### src/rtl/mcog_pkg.sv
// ----------------------------------------------------------------------------
// mcog_pkg
// Shared constants and controller/datapath interface types for the midpoint
// circle outline generator.
// ----------------------------------------------------------------------------
package mcog_pkg;

    localparam int COORD_BITS_DEF = 11;
    localparam int PIX_BITS       = 14;
    localparam int COLOR_BITS     = 8;
    localparam int IDX_BITS       = 3;

    localparam logic REQ_LOAD    = 1'b0;
    localparam logic REQ_ADVANCE = 1'b1;

    localparam logic [IDX_BITS-1:0] IDX_LAST = 3'd7;

    typedef struct packed {
        logic                load;
        logic                square;
        logic                sum;
        logic                root_step;
        logic                walk_init;
        logic                emit;
        logic                step;
        logic [IDX_BITS-1:0] idx;
    } t_cmd;

    typedef struct packed {
        logic finished;
    } t_stat;

endpackage

### src/rtl/mcog_ctrl.sv
// ----------------------------------------------------------------------------
// mcog_ctrl
// Sequencer: load/square/sum/root/walk-init phases, then serial emission of
// the eight mirrored pixels of one octant step into the output register.
// ----------------------------------------------------------------------------
module mcog_ctrl #(
    parameter int COORD_BITS = mcog_pkg::COORD_BITS_DEF
) (
    input  logic           i_clk,
    input  logic           i_rst_n,
    input  logic           i_in_valid,
    output logic           o_in_ready,
    input  logic           i_req_type,
    output logic           o_out_valid,
    input  logic           i_out_ready,
    output mcog_pkg::t_cmd o_cmd,
    input  mcog_pkg::t_stat i_stat
);

    localparam int CW = $clog2(COORD_BITS + 1);

    typedef enum logic [2:0] {
        S_IDLE,
        S_SQUARE,
        S_SUM,
        S_ROOT,
        S_WALK_INIT,
        S_EMIT
    } t_state;

    t_state                      r_state;
    logic                        r_active;
    logic [CW-1:0]               r_cnt;
    logic [mcog_pkg::IDX_BITS-1:0] r_idx;
    logic                        r_out_valid;

    logic in_fire;
    logic out_free;

    assign o_in_ready  = (r_state == S_IDLE);
    assign o_out_valid = r_out_valid;
    assign in_fire     = i_in_valid && o_in_ready;
    assign out_free    = !r_out_valid || i_out_ready;

    always_comb begin
        o_cmd           = '0;
        o_cmd.idx       = r_idx;
        o_cmd.load      = in_fire && (i_req_type == mcog_pkg::REQ_LOAD);
        o_cmd.square    = (r_state == S_SQUARE);
        o_cmd.sum       = (r_state == S_SUM);
        o_cmd.root_step = (r_state == S_ROOT);
        o_cmd.walk_init = (r_state == S_WALK_INIT);
        o_cmd.emit      = (r_state == S_EMIT) && out_free;
        o_cmd.step      = o_cmd.emit && (r_idx == mcog_pkg::IDX_LAST);
    end

    always_ff @(posedge i_clk) begin
        if (!i_rst_n) begin
            r_state     <= S_IDLE;
            r_active    <= 1'b0;
            r_cnt       <= '0;
            r_idx       <= '0;
            r_out_valid <= 1'b0;
        end else begin
            if (o_cmd.emit) begin
                r_out_valid <= 1'b1;
            end else if (i_out_ready) begin
                r_out_valid <= 1'b0;
            end
            case (r_state)
                S_IDLE: begin
                    if (in_fire) begin
                        if (i_req_type == mcog_pkg::REQ_LOAD) begin
                            r_active <= 1'b0;
                            r_state  <= S_SQUARE;
                        end else if (r_active) begin
                            r_idx   <= '0;
                            r_state <= S_EMIT;
                        end
                    end
                end
                S_SQUARE: begin
                    r_state <= S_SUM;
                end
                S_SUM: begin
                    r_cnt   <= '0;
                    r_state <= S_ROOT;
                end
                S_ROOT: begin
                    r_cnt <= r_cnt + 1'b1;
                    if (r_cnt == CW'(COORD_BITS)) begin
                        r_state <= S_WALK_INIT;
                    end
                end
                S_WALK_INIT: begin
                    r_active <= 1'b1;
                    r_state  <= S_IDLE;
                end
                S_EMIT: begin
                    if (o_cmd.emit) begin
                        r_idx <= r_idx + 1'b1;
                        if (o_cmd.step) begin
                            if (i_stat.finished) begin
                                r_active <= 1'b0;
                            end
                            r_state <= S_IDLE;
                        end
                    end
                end
                default: begin
                    r_state <= S_IDLE;
                end
            endcase
        end
    end

    a_idx_only_emit: assert property (@(posedge i_clk) disable iff (!i_rst_n)
        (r_idx != '0) |-> (r_state == S_EMIT))
        else $error("pixel index nonzero outside emission");

    a_idle_advance: assert property (@(posedge i_clk) disable iff (!i_rst_n)
        (in_fire && (i_req_type == mcog_pkg::REQ_ADVANCE) && !r_active)
        |=> (r_state == S_IDLE))
        else $error("advance without circle left idle");

    a_finish_clears: assert property (@(posedge i_clk) disable iff (!i_rst_n)
        (o_cmd.step && i_stat.finished) |=> !r_active)
        else $error("final step did not end the circle");

    a_init_activates: assert property (@(posedge i_clk) disable iff (!i_rst_n)
        (r_state == S_WALK_INIT) |=> (r_active && (r_state == S_IDLE)))
        else $error("walk init did not activate circle");

endmodule

### src/rtl/mcog_dp.sv
// ----------------------------------------------------------------------------
// mcog_dp
// Datapath: centre/colour latches, squared distance, bit-serial integer
// square root, octant walk registers and the output word register.
// ----------------------------------------------------------------------------
module mcog_dp #(
    parameter int COORD_BITS = mcog_pkg::COORD_BITS_DEF
) (
    input  logic                                   i_clk,
    input  mcog_pkg::t_cmd                         i_cmd,
    output mcog_pkg::t_stat                        o_stat,
    input  logic [COORD_BITS-1:0]                  i_center_x,
    input  logic [COORD_BITS-1:0]                  i_center_y,
    input  logic [COORD_BITS-1:0]                  i_edge_x,
    input  logic [COORD_BITS-1:0]                  i_edge_y,
    input  logic [mcog_pkg::COLOR_BITS-1:0]        i_color_red,
    input  logic [mcog_pkg::COLOR_BITS-1:0]        i_color_green,
    input  logic [mcog_pkg::COLOR_BITS-1:0]        i_color_blue,
    output logic signed [mcog_pkg::PIX_BITS-1:0]   o_pixel_x,
    output logic signed [mcog_pkg::PIX_BITS-1:0]   o_pixel_y,
    output logic [mcog_pkg::COLOR_BITS-1:0]        o_out_red,
    output logic [mcog_pkg::COLOR_BITS-1:0]        o_out_green,
    output logic [mcog_pkg::COLOR_BITS-1:0]        o_out_blue,
    output logic                                   o_step_last,
    output logic                                   o_circle_done
);

    localparam int CB = COORD_BITS;
    localparam int SW = 2 * CB;
    localparam int N  = 2 * CB + 2;
    localparam int OW = CB + 2;
    localparam int DW = CB + 4;
    localparam int PW = (mcog_pkg::PIX_BITS > CB + 3) ? mcog_pkg::PIX_BITS : CB + 3;

    logic [CB-1:0]                   r_cx, r_cy;
    logic [CB-1:0]                   r_ax, r_ay;
    logic [SW-1:0]                   r_sqx, r_sqy;
    logic [N-1:0]                    r_v, r_root, r_bit;
    logic signed [OW-1:0]            r_x, r_y;
    logic signed [DW-1:0]            r_d;
    logic [mcog_pkg::COLOR_BITS-1:0] r_red, r_green, r_blue;
    logic [mcog_pkg::PIX_BITS-1:0]   r_px, r_py;
    logic [mcog_pkg::COLOR_BITS-1:0] r_ored, r_ogreen, r_oblue;
    logic                            r_last, r_done;

    logic [N-1:0]         trial;
    logic                 fits;
    logic signed [OW-1:0] y1, x1;
    logic                 d_neg;
    logic signed [DW-1:0] n_d;
    logic signed [OW-1:0] a_sel, b_sel;
    logic signed [PW-1:0] cx_e, cy_e, a_e, b_e, px_w, py_w;

    assign trial = r_root + r_bit;
    assign fits  = (r_v >= trial);

    assign y1    = r_y + OW'(1);
    assign d_neg = r_d[DW-1];
    assign x1    = d_neg ? r_x : r_x - OW'(1);
    assign n_d   = d_neg ? r_d + (DW'(y1) <<< 1) + DW'(1)
                         : r_d + ((DW'(y1) - DW'(x1) + DW'(1)) <<< 1);
    assign o_stat.finished = (x1 < y1);

    // idx[0] swaps x/y, idx[1]^idx[2] negates x term, idx[2] negates y term
    assign a_sel = i_cmd.idx[0] ? r_y : r_x;
    assign b_sel = i_cmd.idx[0] ? r_x : r_y;
    assign cx_e  = signed'(PW'(r_cx));
    assign cy_e  = signed'(PW'(r_cy));
    assign a_e   = PW'(a_sel);
    assign b_e   = PW'(b_sel);
    assign px_w  = (i_cmd.idx[1] ^ i_cmd.idx[2]) ? cx_e - a_e : cx_e + a_e;
    assign py_w  = i_cmd.idx[2] ? cy_e - b_e : cy_e + b_e;

    always_ff @(posedge i_clk) begin
        if (i_cmd.load) begin
            r_cx    <= i_center_x;
            r_cy    <= i_center_y;
            r_ax    <= (i_edge_x >= i_center_x) ? i_edge_x - i_center_x
                                                : i_center_x - i_edge_x;
            r_ay    <= (i_edge_y >= i_center_y) ? i_edge_y - i_center_y
                                                : i_center_y - i_edge_y;
            r_red   <= i_color_red;
            r_green <= i_color_green;
            r_blue  <= i_color_blue;
        end
        if (i_cmd.square) begin
            r_sqx <= SW'(r_ax) * SW'(r_ax);
            r_sqy <= SW'(r_ay) * SW'(r_ay);
        end
        if (i_cmd.sum) begin
            r_v    <= N'(r_sqx) + N'(r_sqy);
            r_root <= '0;
            r_bit  <= {2'b01, {(N-2){1'b0}}};
        end
        if (i_cmd.root_step) begin
            if (fits) begin
                r_v    <= r_v - trial;
                r_root <= (r_root >> 1) + r_bit;
            end else begin
                r_root <= r_root >> 1;
            end
            r_bit <= r_bit >> 2;
        end
        if (i_cmd.walk_init) begin
            r_x <= signed'({1'b0, r_root[CB:0]});
            r_y <= '0;
            r_d <= DW'(1) - signed'(DW'(r_root[CB:0]));
        end
        if (i_cmd.step) begin
            r_x <= x1;
            r_y <= y1;
            r_d <= n_d;
        end
        if (i_cmd.emit) begin
            r_px     <= px_w[mcog_pkg::PIX_BITS-1:0];
            r_py     <= py_w[mcog_pkg::PIX_BITS-1:0];
            r_ored   <= r_red;
            r_ogreen <= r_green;
            r_oblue  <= r_blue;
            r_last   <= (i_cmd.idx == mcog_pkg::IDX_LAST);
            r_done   <= (i_cmd.idx == mcog_pkg::IDX_LAST) && o_stat.finished;
        end
    end

    assign o_pixel_x     = signed'(r_px);
    assign o_pixel_y     = signed'(r_py);
    assign o_out_red     = r_ored;
    assign o_out_green   = r_ogreen;
    assign o_out_blue    = r_oblue;
    assign o_step_last   = r_last;
    assign o_circle_done = r_done;

endmodule

### src/rtl/midpoint_circle_outline_generator.sv
// ----------------------------------------------------------------------------
// midpoint_circle_outline_generator
// Midpoint circle rasterizer with 8-way symmetry, one octant step per advance.
// ----------------------------------------------------------------------------
// A load word (req_type 0) latches centre, colour and the absolute offsets of
// the edge point and produces no output; the radius comes from a bit-serial
// square root of dx^2+dy^2, one root bit per cycle, and the block is not ready
// while it steps through the square, sum, root and walk-init states. An advance
// word (req_type 1) on an active circle emits eight pixel words, one per cycle
// while the output is drained, and the block takes the next word once the
// eighth is emitted. An advance with no active circle is taken and emits
// nothing. The last pixel of each step carries step_last, and the last of the
// circle also circle_done. A new input word is accepted while the final pixel
// still waits in the output register.
// ----------------------------------------------------------------------------
module midpoint_circle_outline_generator #(
    parameter int COORD_BITS = mcog_pkg::COORD_BITS_DEF
) (
    input  logic                                 i_clk,
    input  logic                                 i_rst_n,
    input  logic                                 i_in_valid,
    output logic                                 o_in_ready,
    input  logic                                 i_req_type,
    input  logic [COORD_BITS-1:0]                i_center_x,
    input  logic [COORD_BITS-1:0]                i_center_y,
    input  logic [COORD_BITS-1:0]                i_edge_x,
    input  logic [COORD_BITS-1:0]                i_edge_y,
    input  logic [mcog_pkg::COLOR_BITS-1:0]      i_color_red,
    input  logic [mcog_pkg::COLOR_BITS-1:0]      i_color_green,
    input  logic [mcog_pkg::COLOR_BITS-1:0]      i_color_blue,
    output logic                                 o_out_valid,
    input  logic                                 i_out_ready,
    output logic signed [mcog_pkg::PIX_BITS-1:0] o_pixel_x,
    output logic signed [mcog_pkg::PIX_BITS-1:0] o_pixel_y,
    output logic [mcog_pkg::COLOR_BITS-1:0]      o_out_red,
    output logic [mcog_pkg::COLOR_BITS-1:0]      o_out_green,
    output logic [mcog_pkg::COLOR_BITS-1:0]      o_out_blue,
    output logic                                 o_step_last,
    output logic                                 o_circle_done
);

    mcog_pkg::t_cmd  cmd;
    mcog_pkg::t_stat stat;

    mcog_ctrl #(
        .COORD_BITS (COORD_BITS)
    ) u_ctrl (
        .i_clk       (i_clk),
        .i_rst_n     (i_rst_n),
        .i_in_valid  (i_in_valid),
        .o_in_ready  (o_in_ready),
        .i_req_type  (i_req_type),
        .o_out_valid (o_out_valid),
        .i_out_ready (i_out_ready),
        .o_cmd       (cmd),
        .i_stat      (stat)
    );

    mcog_dp #(
        .COORD_BITS (COORD_BITS)
    ) u_dp (
        .i_clk         (i_clk),
        .i_cmd         (cmd),
        .o_stat        (stat),
        .i_center_x    (i_center_x),
        .i_center_y    (i_center_y),
        .i_edge_x      (i_edge_x),
        .i_edge_y      (i_edge_y),
        .i_color_red   (i_color_red),
        .i_color_green (i_color_green),
        .i_color_blue  (i_color_blue),
        .o_pixel_x     (o_pixel_x),
        .o_pixel_y     (o_pixel_y),
        .o_out_red     (o_out_red),
        .o_out_green   (o_out_green),
        .o_out_blue    (o_out_blue),
        .o_step_last   (o_step_last),
        .o_circle_done (o_circle_done)
    );

endmodule

### config.mk
export PLATFORM = sky130hd
export DESIGN_NAME = midpoint_circle_outline_generator
export DESIGN_NICKNAME = d
export VERILOG_FILES = /design/src/rtl/mcog_pkg.sv /design/src/rtl/mcog_ctrl.sv /design/src/rtl/mcog_dp.sv /design/src/rtl/midpoint_circle_outline_generator.sv
export SDC_FILE = /design/constraint.sdc
export NUM_CORES = 1
export LEC_CHECK = 0
export BUFFER_PORTS_ARGS = -buffer_cell sky130_fd_sc_hd__buf_2
export CAP_MARGIN = 5
export CORE_MARGIN = 2
export CORE_UTILIZATION = 40
export DETAILED_ROUTE_END_ITERATION = 8
export GPL_TIMING_DRIVEN = 0
export SLEW_MARGIN = 10
export SYNTH_ARGS = -nofsm -noshare
export SYNTH_HDL_FRONTEND = slang
export SYNTH_HIERARCHICAL = 1
export SYNTH_SLANG_ARGS = --single-unit
export TNS_END_PERCENT = 20
### constraint.sdc
create_clock -name i_clk -period 25.4 [get_ports i_clk]
set_input_delay 5.08 -clock i_clk [delete_from_list [all_inputs] [get_ports i_clk]]
set_output_delay 5.08 -clock i_clk [all_outputs]
set_load 0.01 [all_outputs]
==> out/metrics.yaml, run 1 <==
status: "finished, final reports clean"
synth_cells: 2727
ctsHtreeMaxLevel: 2
die_x_um: 260
synth_edf_count: 240
clockRootBuffer: "clkbuf_16"
ys_warn_count: 6
yosysSeqAreaShare: 0.303
worst_clock_skew_ps: 28.9
topRoutingLayerUsed: "met5"
start_util: 0.406
arrival_ps: 8040
drcViolationCount: 0
final_common_cell: "inv_1"
post_cts_buffers: 0
grt_max_degree: 57
first_pass_iters: 5
cts_resized: 0
worst_slack_ps: 17660
relSlewSlack: 0.314
cts_tree: "yes"
maxSlewViolCount: 0
place_congestion: 0.867
cp-end-kind: "register"
met1_length_um: 29100
holdPathStages: 0
ys_ff_latch: 277
viasPerCell: 5.24
ff2ff_path_depth: 21
hold_buffers: 0
wl_per_cell_um: 17.0
max_freq_mhz: 129
min_path_type: "register to register"
core_sq_mm: 0.0647
ys_async_sr_fraction: 0
pre_cts_ws_ps: 17140
fin_nets: 3428
wl_met2_um: 30300
ys_types: 86
grt_use_total: 0.191
rows: 93
synth-main-ff-cell: "edfxtp_1"
cap_violations: 0
worst_pin_slew_ps: 1030
clk_latency_ps: 550
postRouteAntennaNets: 0
synth_fp_nets: 3248
finalCritPeriodShare: 0.305
met3WireLength_um: 2780
numPortBuffers: 128
grt_pass1_wl_um: 103000
final_hold_viol_count: 0
syn_to_final_growth_pct: 11.6
cts_max_path_buffers: 3
grt_antenna_before_repair: 5
finalCriticalPeriod_ps: 7740
grt_pass1_vias: 20100
dieArea_sq_mm: 0.0677
synth_area_sq_mm: 0.0263
drtIter0Drc: 1021
drt_wl_total_um: 64300
criticalPathCategory: "input port to register"
final_cell_mix: "331 x inv_1, 311 x ha_1, 240 x edfxtp_1"
avgSynthCellArea_sq_um: 9.63
setup_viol: 0
fin_setup_tns_ps: 0
n_fill_cell: 6177
chipHeight_um: 260
critPathRequiredTime_ps: 25700
rsz0062_at_grt: "false"
ios: 129
hpwl_um: 51500
grt.overflow.total: 0
clock-sinks: 277
utilization: 0.453
crit_path_max_fanout: 10
via_count: 19900
cts_buffers: 36
start_kind: "input port"
clk_pin_slew_ps: 60
drive_gt1_frac: 0.0930
sequential cells by signal (all words and copies together) (netlist names), 11 cells and up:
signal	count
u_dp/o_pixel_x	14
u_dp/o_pixel_y	14
u_dp/r_ax	11
u_dp/r_ay	11
u_dp/r_bit	12
u_dp/r_cx	11
u_dp/r_cy	11
u_dp/r_d	15
u_dp/r_root	24
u_dp/r_sqx	21
u_dp/r_sqy	21
u_dp/r_v	24
u_dp/r_x	13
u_dp/r_y	13
metal layers:
layer | global-route usage | up-vias
met4 | 0.0695 | 4
li1 | - | 9798
met2 | 0.322 | 355
met5 | 0 | -
met1 | 0.249 | 9602
met3 | 0.0260 | 104
worst max-delay path, cell delays in order:
cell,delay [ps]
buf_2,130
inv_1,50
ha_1,280
clkbuf_1,200
nand4_1,260
nor3_1,100
a2111oi_1,610
a21oi_1,250
nand2_1,280
buf_2,310
mux2i_1,270
a21oi_1,80
xnor2_1,130
cell usage after synthesis (5+ instances only):
cell	instances	area, sq um
inv_1	331	1240
ha_1	311	3890
edfxtp_1	240	7210
nand2_1	192	721
a21oi_1	174	871
xnor2_1	148	1300
fa_1	137	2740
nor2_1	129	484
o21ai_0	113	566
and2_1	95	594
xor2_1	92	806
clkbuf_1	75	282
mux2i_1	60	601
a21o_1	58	435
nor3_1	56	280
nor2b_1	43	269
dfxtp_1	37	741
nand3_1	36	180
o21bai_1	30	225
a211oi_1	25	188
a31oi_1	25	156
nand2b_1	24	150
o21a_1	21	158
and3_1	18	113
or3_1	17	106
o31ai_1	15	113
or2_2	15	93.8
buf_2	14	70.1
mux2_2	14	158
nand4_1	14	87.6
o211ai_1	14	105
o211a_1	12	120
nor3b_1	11	82.6
nand3b_1	10	75.1
a21boi_0	9	67.6
buf_1	8	30.0
nor4_1	8	50.1
o21ai_1	8	40.0
a31o_2	6	52.6
a2111oi_0	5	43.8
a41oi_1	5	43.8
and4_1	5	43.8
cells by family (layout without fill, tap and decap cells):
logic type      Yosys count  count (layout)  synth area share
other cells               0               1                 0
buf+inv                 432             639            0.0636
compound gates          560             560             0.136
mux                      74              74            0.0289
fa+ha+maj               448             448             0.253
simple gates            695             695             0.135
xor+xnor                241             241            0.0807
flops                   277             277             0.303
metrics by stage:
step | instance area, sq um | cells | hold slack (ps)
3_5_place_dp | 28100 | 3724 | 406
3_3_place_gp | 28000 | 3710 | 400
6_report | 29300 | 3790 | 391
2_1_floorplan | 26300 | 2727 | 400
4_1_cts | 29300 | 3789 | 398
5_1_grt | 29300 | 3789 | 398
path summary, 6_finish.rpt:
path / start / to / slack (ps)
worst max-delay path: i_center_y[7] / u_dp/r_ay[6]$_DFFE_PP_ / 17660
worst max register to register: u_dp/r_ay[2]$_DFFE_PP_ / u_dp/r_sqy[21]$_DFFE_PP_ / 18480
worst min-delay path: u_dp/r_blue[7]$_DFFE_PP_ / u_dp/o_out_blue[7]$_DFFE_PP_ / 390
worst min register to register: u_dp/r_blue[7]$_DFFE_PP_ / u_dp/o_out_blue[7]$_DFFE_PP_ / 390
layout make-up:
cell class / instances / area [sq um] / area share
antenna: 1 / 2.50 / 0.0000854
tap: 855 / 1070 / 0.0365
inverter: 331 / 1240 / 0.0424
multi-input combinational: 2018 / 16600 / 0.568
sequential: 277 / 7950 / 0.271
timing repair buffer: 142 / 757 / 0.0258
clock buffer: 43 / 968 / 0.0330
clock inverter: 22 / 249 / 0.00849
buffer: 101 / 427 / 0.0146
Power of run 1 is not shown: default switching activity piles up to over one toggle a cycle in this logic, so the estimate is an artifact.
==> inputs of run 2 (changes only) <==
Clock period 25.4 ns to 6.6 ns, I/O delays scaled along.
==> out/metrics.yaml, run 2 (same netlist as run 1, synthesis figures left out) <==
status: "finished, final reports clean"
critPathRequiredTime_ps: 6960
syn_to_final_growth_pct: 11.7
crit_path_max_fanout: 10
pre_cts_ws_ps: 148
final_hold_viol_count: 0
final_common_cell: "inv_1"
final_cell_mix: "331 x inv_1, 311 x ha_1, 240 x edfxtp_1"
cts_buffers: 37
multi_input_area_sq_mm: 0.0167
setup_viol: 0
clock-sinks: 277
core_sq_mm: 0.0647
cap_violations: 0
finalCritPeriodShare: 0.926
maxSlewViolCount: 0
fin_nets: 3422
via_count: 19800
first_pass_iters: 5
grt_pass1_wl_um: 105000
seq_area_sq_mm: 0.00795
drive_gt1_frac: 0.0925
clk_pin_slew_ps: 60
numPortBuffers: 128
cpMostUsedCell: "fa_1"
viasPerCell: 5.24
drtIter0Drc: 1084
grt_use_total: 0.192
arrival_ps: 6470
hold_buffers: 0
path_cells: "clkbuf_2 -> and2_1 -> inv_1 -> fa_1 -> fa_1 -> fa_1 -> inv_1 -> fa_1 -> inv_1 -> fa_1 -> inv_1 -> ha_1 -> or3_1 -> o211ai_1 -> a31oi_1 -> and4_1 -> a2111oi_2 -> a21oi_1 -> xnor2_1"
ios: 129
critPathSlowestCell: "fa_1"
postLayoutCellArea_sq_mm: 0.0293
clockRootBuffer: "clkbuf_16"
finalCriticalPeriod_ps: 6110
antennaDiodeCount: 0
reg_top3: "u_dp/r_root (24), u_dp/r_v (24)"
rsz0062_at_grt: "false"
worst_clock_skew_ps: 13.5
post_cts_buffers: 0
hpwl_um: 51900
start_kind: "register"
cp_top_family: "adder cells"
criticalPathCategory: "register to register"
cpPeakStageDelay_ps: 540
worst_slack_ps: 486
cp-end-kind: "register"
final_cell_count_no_fill: 3785
grt.overflow.total: 0
grt_max_degree: 57
chipHeight_um: 260
drcViolationCount: 0
start_util: 0.406
clk_latency_ps: 570
cts_max_path_buffers: 3
relSlewSlack: 0.309
numPlacedInstances: 3720
drt_wl_total_um: 64800
n_fill_cell: 6239
cts_tree: "yes"
grt_antenna_before_repair: 0
placed_cell_area_sq_mm: 0.0281
crit_buf_inv: 5
grt_pass1_vias: 20300
rows: 93
worst_pin_slew_ps: 1040
dieArea_sq_mm: 0.0677
max_freq_mhz: 164
postRouteAntennaNets: 0
min_path_type: "register to register"
die_x_um: 260
ctsHtreeMaxLevel: 2
place_congestion: 0.887
wl_per_cell_um: 17.1
## run 2: path summary, 6_finish.rpt
check | endpoint | from | depth (start not counted) | slack, ps
hold reg to reg | u_dp/o_out_red[7]$_DFFE_PP_ | u_dp/r_red[7]$_DFFE_PP_ | 0 | 410
setup / recovery | u_dp/r_sqy[21]$_DFFE_PP_ | u_dp/r_ay[0]$_DFFE_PP_ | 19 | 490
hold / removal | u_dp/o_out_red[7]$_DFFE_PP_ | u_dp/r_red[7]$_DFFE_PP_ | 0 | 410
setup reg to reg | u_dp/r_sqy[21]$_DFFE_PP_ | u_dp/r_ay[0]$_DFFE_PP_ | 19 | 490
## run 2: cell type report
class | count | area share
multi-input cells | 2018 | 0.568
flip-flops and latches | 277 | 0.271
inverters | 331 | 0.0424
well taps | 855 | 0.0365
clock buffers | 42 | 0.0322
repair buffers | 138 | 0.0256
plain buffers | 98 | 0.0143
clock inverters | 26 | 0.00948
## run 2: stage by stage
step | setup TNS, ps | util | hold WS (ps)
final | 0 | 0.453 | 414
after global routing | 0 | 0.453 | 423
after CTS | 0 | 0.453 | 414
after detailed placement | 0 | 0.434 | 405
after global placement | -107260 | 0.432 | 400
after floorplan | 0 | - | 400
## run 2: what timing repair did
item,CTS,global route
resized for setup,0,6
endpoints found under the setup margin,0,2
hold endpoints to repair,0,0
## run 2: routing by layer
metal / track usage / routed length [um] / part of all wire
met1: 0.257 / 29900 / 0.46
met2: 0.326 / 30900 / 0.48
met3: 0.0250 / 2520 / 0.039
met4: 0.0525 / 1520 / 0.023
met5: 0 / 0 / 0
## run 2: worst reg2reg max path, stage by stage, from the launching register on
cell and delay (ps):
edfxtp_1 460, clkbuf_2 250, and2_1 200, inv_1 70, fa_1 500, fa_1 520
fa_1 540, inv_1 50, fa_1 530, inv_1 50, fa_1 530, inv_1 40
ha_1 230, or3_1 400, o211ai_1 260, a31oi_1 170, and4_1 250, a2111oi_2 370
a21oi_1 140, xnor2_1 320
Power of run 2 is left out for the same reason.
==> inputs of run 3 (changes only) <==
Settings changed: SYNTH_HIERARCHICAL 1 to unset.
==> out/metrics.yaml, run 3 <==
worst_pin_slew_ps: 1040
synth.area.mux_share: 0.0206
clock-sinks: 277
rows: 93
min_path_type: "register to register"
fin_setup_tns_ps: 0
numPortBuffers: 128
ys_async_sr_fraction: 0
synth_fa_ha_area_frac: 0.256
synth_area_leaders: "edfxtp_1 28%, ha_1 15%, fa_1 11%"
synth.most_common_cell: "inv_1"
post_cts_buffers: 0
synth_edf_count: 240
synth_fp_nets: 3246
reg_top3: "u_dp.r_root (24), u_dp.r_v (24)"
hold_buffers: 0
viasPerCell: 5.28
ff2ff_setup_slack_ps: 370
clockRootBuffer: "clkbuf_16"
max_freq_mhz: 160
clk_latency_ps: 560
synth_top_cell_area_share: 0.278
cts_buffers: 35
ys_ff_latch: 277
synthTopCellsByCount: "353 x inv_1, 312 x ha_1, 240 x edfxtp_1, 197 x nand2_1, 184 x nor2_1"
syn_to_final_growth_pct: 11.8
drt_wl_total_um: 64600
rsz0062_at_grt: "false"
final_cell_mix: "353 x inv_1, 312 x ha_1, 240 x edfxtp_1"
cts_tree: "yes"
ys_warn_count: 0
finalCriticalPeriod_ps: 6230
fin_nets: 3420
cp-end-kind: "register"
worst_clock_skew_ps: 26.0
ys_types: 76
finalCritPeriodShare: 0.944
seq_area_sq_mm: 0.00795
cap_violations: 0
synth-compound-area-share: 0.136
ios: 129
avgSynthCellArea_sq_um: 9.53
start_util: 0.403
synthXorXnorAreaFrac: 0.0820
n_fill_cell: 6127
grt_antenna_before_repair: 4
status: "finished, final reports clean"
postRouteAntennaNets: 0
cts_max_path_buffers: 3
setup_viol: 0
crit_path_max_fanout: 10
drcViolationCount: 0
met3WireLength_um: 2600
drive_gt1_frac: 0.0916
synth_top_family_by_area: "adder cells"
wl_met2_um: 30300
grt_pass1_vias: 20400
topRoutingLayerUsed: "met5"
synth_area_sq_mm: 0.0260
drtIter0Drc: 1106
arrival_ps: 6510
via_count: 20000
hpwl_um: 51900
grt_max_degree: 55
ctsHtreeMaxLevel: 2
synth_cells: 2724
met1_length_um: 29900
dieArea_sq_mm: 0.0669
final_hold_viol_count: 0
synth-simple-area-share: 0.134
grt_use_total: 0.195
start_kind: "register"
cts_resized: 0
synth-main-ff-cell: "edfxtp_1"
grt_pass1_wl_um: 106000
yosys.area.top_type: "edfxtp_1"
maxSlewViolCount: 0
criticalPathCategory: "register to register"
relSlewSlack: 0.309
multi_input_area_sq_mm: 0.0163
wl_per_cell_um: 17.1
clk_pin_slew_ps: 70
core_sq_mm: 0.0643
grt.overflow.total: 0
chipHeight_um: 259
final_common_cell: "inv_1"
critPathRequiredTime_ps: 6870
yosysSeqAreaShare: 0.306
first_pass_iters: 5
die_x_um: 259
place_congestion: 0.913
## run 3: per-layer routing
metal | track usage | vias to the layer above
met1 | 0.261 | 9788
li1 | - | 9732
met3 | 0.0254 | 83
met2 | 0.330 | 355
met5 | 0 | -
met4 | 0.0581 | 6
## run 3: layout make-up
cell class / instances / area share
plain buffers: 83 / 0.0123
inverters: 353 / 0.0457
flip-flops and latches: 277 / 0.274
well taps: 855 / 0.0369
repair buffers: 137 / 0.0264
diodes: 1 / 0.0000862
clock buffers: 42 / 0.0328
multi-input cells: 2011 / 0.563
clock inverters: 22 / 0.00897
## run 3: path summary, 6_finish.rpt
path,cells past startpoint,end,from
min reg2reg,0,u_dp.o_out_blue[3]$_DFFE_PP_,u_dp.r_blue[3]$_DFFE_PP_
max,21,u_dp.r_sqx[20]$_DFFE_PP_,u_dp.r_ax[4]$_DFFE_PP_
max reg2reg,21,u_dp.r_sqx[20]$_DFFE_PP_,u_dp.r_ax[4]$_DFFE_PP_
min,0,u_dp.o_out_blue[3]$_DFFE_PP_,u_dp.r_blue[3]$_DFFE_PP_
## run 3: logic make-up after synthesis
family                     Yosys count
and+or+nand+nor                    711
DFF                                277
muxes                               52
buffers and inverters              436
AOI/OAI and AO/OA                  556
xor gates and xnor gates           243
adders and majority gates          449
## run 3: critical path: stages, from the launching register on
cell and delay [ps]:
edfxtp_1 320, clkbuf_1 410, inv_1 210, nor2_1 240
fa_1 450, inv_1 80, fa_1 440, fa_1 550
inv_1 60, fa_1 520, inv_1 50, fa_1 520
inv_1 40, ha_1 350, and2_1 160, o21ai_0 150
o31ai_1 120, or4_1 410, o311a_1 190, a311o_1 320
a21oi_1 200, xnor2_1 140
## run 3: per-stage QoR
step	hold slack, ps	cell area (sq um)	worst slack (ps)	utilization	instances
2_1_floorplan	400	26000	1000	-	2724
3_3_place_gp	400	27700	476	0.430	3707
3_5_place_dp	405	27800	404	0.432	3716
4_1_cts	416	29000	368	0.451	3780
5_1_grt	418	29000	62.6	0.451	3781
6_report	416	29000	367	0.451	3781
Power of run 3 is left out for the same reason.
